`config.mk`:
```
export PLATFORM = sky130hd
export DESIGN_NAME = pfra_cfg
export DESIGN_NICKNAME = d
export VERILOG_FILES = /design/src/rtl/pfra_pkg.sv /design/src/rtl/pfra_cfg.sv
export SDC_FILE = /design/constraint.sdc
export NUM_CORES = 1
export LEC_CHECK = 0
export BUFFER_PORTS_ARGS = -buffer_cell sky130_fd_sc_hd__buf_4
export CAP_MARGIN = 20
export CORE_MARGIN = 2
export CORE_UTILIZATION = 49
export CTS_CLUSTER_SIZE = 14
export DETAILED_ROUTE_END_ITERATION = 7
export GPL_TIMING_DRIVEN = 0
export PLACE_DENSITY = 0.83
export SLEW_MARGIN = 0
export SYNTH_ARGS = -nofsm -noshare
export SYNTH_HDL_FRONTEND = slang
export SYNTH_SLANG_ARGS = --single-unit
export TNS_END_PERCENT = 5
```
`constraint.sdc`:
```
create_clock -name clk_i -period 1.1 [get_ports clk_i]
set_input_delay 0.11 -clock clk_i [delete_from_list [all_inputs] [get_ports clk_i]]
set_output_delay 0.11 -clock clk_i [all_outputs]
set_load 0.005 [all_outputs]
```
`src/rtl/pfra_pkg.sv`:
```
// pfra_pkg: shared types and constants of the page frame allocator
// action and status codes, register map, configuration bundle
// no dependencies
`timescale 1ns / 1ps
`default_nettype none

package pfra_pkg;

  typedef enum logic [2:0] {
    ACT_INIT    = 3'd0,
    ACT_ALLOC   = 3'd1,
    ACT_RELEASE = 3'd2,
    ACT_SHARE   = 3'd3,
    ACT_QUERY   = 3'd4
  } action_e;

  typedef enum logic [2:0] {
    ST_OK           = 3'd0,
    ST_NONE_FREE    = 3'd1,
    ST_NONEXISTENT  = 3'd2,
    ST_ALREADY_FREE = 3'd3,
    ST_IGNORED      = 3'd4,
    ST_SATURATED    = 3'd5
  } status_e;

  typedef enum logic [1:0] {
    REG_FRAME_BASE = 2'd0,
    REG_FREE_START = 2'd1,
    REG_FREE_END   = 2'd2
  } reg_idx_e;

  localparam int unsigned PAGE_SHIFT     = 12;
  localparam int unsigned ADDR_W         = 32;
  localparam int unsigned COUNT_W        = 8;
  localparam int unsigned PADDR_W        = 4;

  localparam logic [COUNT_W-1:0] RESERVED_COUNT = 8'd100;
  localparam logic [COUNT_W-1:0] COUNT_MAX      = 8'd255;

  localparam logic [ADDR_W-1:0] FRAME_BASE_RST = 32'h8000_0000;
  localparam logic [ADDR_W-1:0] FREE_START_RST = 32'h8000_0000;
  localparam logic [ADDR_W-1:0] FREE_END_RST   = 32'h8100_0000;

  typedef struct packed {
    logic [ADDR_W-1:0] frame_base;
    logic [ADDR_W-1:0] free_start;
    logic [ADDR_W-1:0] free_end;
  } cfg_t;

endpackage

`default_nettype wire

```
`src/rtl/pfra_cfg.sv`:
```
// pfra_cfg: apb register file holding the frame base, free_start and free_end
// depends on pfra_pkg
`timescale 1ns / 1ps
`default_nettype none

module pfra_cfg (
  input  wire logic                          clk_i,
  input  wire logic                          rst_ni,
  input  wire logic                          psel,
  input  wire logic                          penable,
  input  wire logic                          pwrite,
  input  wire logic [pfra_pkg::PADDR_W-1:0]  paddr,
  input  wire logic [31:0]                   pwdata,
  output      logic [31:0]                   prdata,
  output      logic                          pready,
  output      pfra_pkg::cfg_t                cfg_o
);

  pfra_pkg::cfg_t cfg_q, cfg_d;
  logic           wr_en;
  logic [1:0]     reg_idx;

  assign pready  = 1'b1;
  assign wr_en   = psel & penable & pwrite;
  assign reg_idx = paddr[3:2];
  assign cfg_o   = cfg_q;

  always_comb begin
    cfg_d = cfg_q;
    if (wr_en) begin
      unique case (reg_idx)
        pfra_pkg::REG_FRAME_BASE: cfg_d.frame_base = pwdata;
        pfra_pkg::REG_FREE_START: cfg_d.free_start = pwdata;
        pfra_pkg::REG_FREE_END:   cfg_d.free_end   = pwdata;
        default: ;
      endcase
    end
  end

  always_comb begin
    unique case (reg_idx)
      pfra_pkg::REG_FRAME_BASE: prdata = cfg_q.frame_base;
      pfra_pkg::REG_FREE_START: prdata = cfg_q.free_start;
      pfra_pkg::REG_FREE_END:   prdata = cfg_q.free_end;
      default:                  prdata = '0;
    endcase
  end

  always_ff @(posedge clk_i or negedge rst_ni) begin
    if (!rst_ni) begin
      cfg_q.frame_base <= pfra_pkg::FRAME_BASE_RST;
      cfg_q.free_start <= pfra_pkg::FREE_START_RST;
      cfg_q.free_end   <= pfra_pkg::FREE_END_RST;
    end else begin
      cfg_q <= cfg_d;
    end
  end

endmodule

`default_nettype wire

```
==> load_flow_metrics.sql <==
INSERT INTO impl_metrics (metric_group, metric, value, unit) VALUES
('synth', 'synth-xor-area-share', '0', '%'),
('synth', 'adder_cell_share_of_the_synthesized_area', '0', '%'),
('layout', 'finalInstanceArea', '6410', 'um2'),
('drt', 'postRouteWirelength', '11.7', 'mm'),
('clock_network', 'clock_sink_count', '96', ''),
('timing', 'drv_slew', '0', ''),
('worst_setup_path', 'critical_path_class', 'reg2out', ''),
('worst_setup_path', 'worst_ep_arrival_time', '1190', 'ps'),
('synth', 'synth_mux_area_share', '34.6', '%'),
('place', 'gp_congestion', '0.821', ''),
('synth', 'portion_of_synthesized_cell_area_occupied_by_the_leading_cell_type', '52.6', '%'),
('floorplan', 'die-area', '9710', 'um2'),
('synth', 'main_combinational_cell_family_by_area_after_synthesis', 'multiplexers', ''),
('worst_hold_path', 'timing.hold.worst.start', 'pwdata[10]', ''),
('floorplan', 'top_level_ports', '170', ''),
('job', 'max_cap_viol_count', '0', ''),
('layout', 'sequential_cell_area', '2410', 'um2'),
('floorplan', 'chipWidth', '98.5', 'um'),
('floorplan', 'start_util', '50.4', '%'),
('drt', 'drt_iter0_drc', '79', ''),
('timing', 'final_cycle_utilization_of_the_critical_path', '118', '%'),
('pwr', 'static_leakage', '3.22', 'nW'),
('layout', 'fraction_of_final_layout_cells_with_drive_strength_greater_than_1', '58.8', '%'),
('run_status', 'run_status', 'finished, violations left', ''),
('grt', 'grtUsageTotal', '23.9', '%'),
('timing', 'fin_crit', '1300', 'ps'),
('drt', 'dr_total_vias', '3356', ''),
('floorplan', 'die-height', '98.5', 'um'),
('grt', 'antenna_violations_before_repair', '0', ''),
('timing', 'clock.fmax', '771', 'MHz'),
('clock_network', 'cts_htree_levels', '3', ''),
('worst_setup_path', 'rr_endpoint', 'cfg_o[63]', ''),
('timing', 'final-setup-viol-count', '81', ''),
('synth', 'synth-compound-area-share', '3.66', '%'),
('timing', 'finClkSkew', '0', 'ps'),
('synth', 'ys_ff_latch', '96', ''),
('grt', 'grt-ovfl-total', '0', ''),
('worst_setup_path', 'worstSetupEndpointType', 'output port', ''),
('synth', 'syn_nets', '357', ''),
('layout', 'mostFrequentLayoutCells', '176 x sky130_fd_sc_hd__buf_4, 92 x sky130_fd_sc_hd__dfrtp_1, 64 x sky130_fd_sc_hd__mux2_2', ''),
('place', 'detailed_place_hpwl', '8.13', 'mm'),
('worst_setup_path', 'setup.worst_path.start_class', 'flip-flop', ''),
('synth', 'ys_seq_area_share', '55.0', '%'),
('place', 'detailed_place.area', '5800', 'um2'),
('worst_hold_path', 'worstHoldEndpoint', 'cfg_o[74]', ''),
('pwr', 'max-vdd-ir-drop', '0.000885', 'V'),
('pwr', 'pwr_density_cell', '1790', 'nW/um2'),
('grt', 'grt_first_pass_wirelength', '18.3', 'mm'),
('worst_setup_path', 'critPathRequiredTime', '990', 'ps'),
('grt', 'grt_max_degree', '50', ''),
('worst_hold_path', 'worst_hold_path_type', 'in2reg', ''),
('timing', 'maxSlewHeadroom', '62.7', '%'),
('layout', 'layout.cells.most_common', 'sky130_fd_sc_hd__buf_4', ''),
('synth', 'yosysUniqueCellTypes', '18', ''),
('clock_network', 'clockBufferDepth', '2', ''),
('floorplan', 'placementRows', '34', ''),
('layout', 'final_nets', '569', ''),
('worst_setup_path', 'rrSetupSlack', '170', 'ps'),
('run_status', 'violations', 'setup timing', ''),
('timing', 'totalNegativeSetupSlack', '-5520', 'ps'),
('place', 'dp_cell_count', '590', ''),
('layout', 'fillers', '592', ''),
('place', 'port_buffers', '165', ''),
('clock_network', 'clkSlewWorstSetupHoldPaths', '90', 'ps'),
('timing', 'timing.final.hold_violations', '0', ''),
('worst_setup_path', 'crit_path_max_fanout', '2', ''),
('clock_network', 'clockRootBuffer', 'sky130_fd_sc_hd__clkbuf_8', ''),
('worst_setup_path', 'crit_start', 'cfg_o[63]', ''),
('timing', 'postLayoutSetupSlackWorst', '-197', 'ps'),
('timing', 'worst_pin_slew', '560', 'ps'),
('synth', 'synth_area_leader_cell', 'sky130_fd_sc_hd__dfrtp_1', '');
critical path: stages (launching register included):
cell	delay, ps
sky130_fd_sc_hd__dfstp_2	530
sky130_fd_sc_hd__mux2i_1	60
sky130_fd_sc_hd__o21ai_1	130
sky130_fd_sc_hd__buf_4	130
layer usage:
| metal | GRT usage [%] | share of wire [%] |
|---|---|---|
| met5 | 0 | 0 |
| met2 | 42.2 | 52 |
| met4 | 9.06 | 1.9 |
| met1 | 30.0 | 41 |
| met3 | 3.33 | 5.1 |
worst max path at each step:
stage                      end  slack [ps]  cells after the start
finish              prdata[31]        -200                      3
detailed placement    cfg_o[8]        -480                      5
CTS                 prdata[31]        -210                      3
global route        prdata[31]        -300                      3
floorplan            cfg_o[33]        -160                      5
global placement      cfg_o[8]        -450                      5
stage by stage:
step	power (mW)	hold WS (ps)	util, %
6_report	11.5	18.5	73.9
5_1_grt	12.1	0.461	73.9
4_1_cts	11.4	0.135	72.6
3_5_place_dp	8.60	171	66.9
3_3_place_gp	8.43	347	66.6
2_1_floorplan	6.37	-186	-
power by group:
group	leakage (nW)	total (mW)	internal (mW)	switching (mW)
combinational	1.94	3.76	2.52	1.24
sequential	1.17	5.11	4.38	0.734
clock	0.112	2.62	1.48	1.14
total	3.22	11.5	8.38	3.11
cells in the mapped netlist (all sizes together):
master,number
buf,15
o21ai,32
clkbuf,7
conb,1
nand3,1
nor3,1
dfstp,4
nor3b,1
mux2i,32
dfrtp,92
mux2,96
nand2,32
nor2b,1
or3b,1
timing repair:
item                                   in CTS  in global routing
setup endpoints to repair                  79                127
gates resized for setup                    46                 11
pin swaps                                   0                  1
endpoints found under the hold margin      76                  2
setup buffers                               4                  9
hold buffers                               20                  2
cell type report:
type	instances	share of cell area [%]
repair buffers	201	25.4
flip-flops and latches	96	37.5
clock inverters	4	1.48
well taps	108	2.11
multi-input cells	198	28.8
plain buffers	22	2.73
clock buffers	10	1.99
logic make-up after synthesis:
| logic type | after synthesis |
|---|---|
| muxes | 128 |
| DFF | 96 |
| and+or+nand+nor | 37 |
| AOI/OAI and AO/OA | 32 |
| buffers and inverters | 22 |
| other | 1 |
Power figures use the tool's default switching activity.
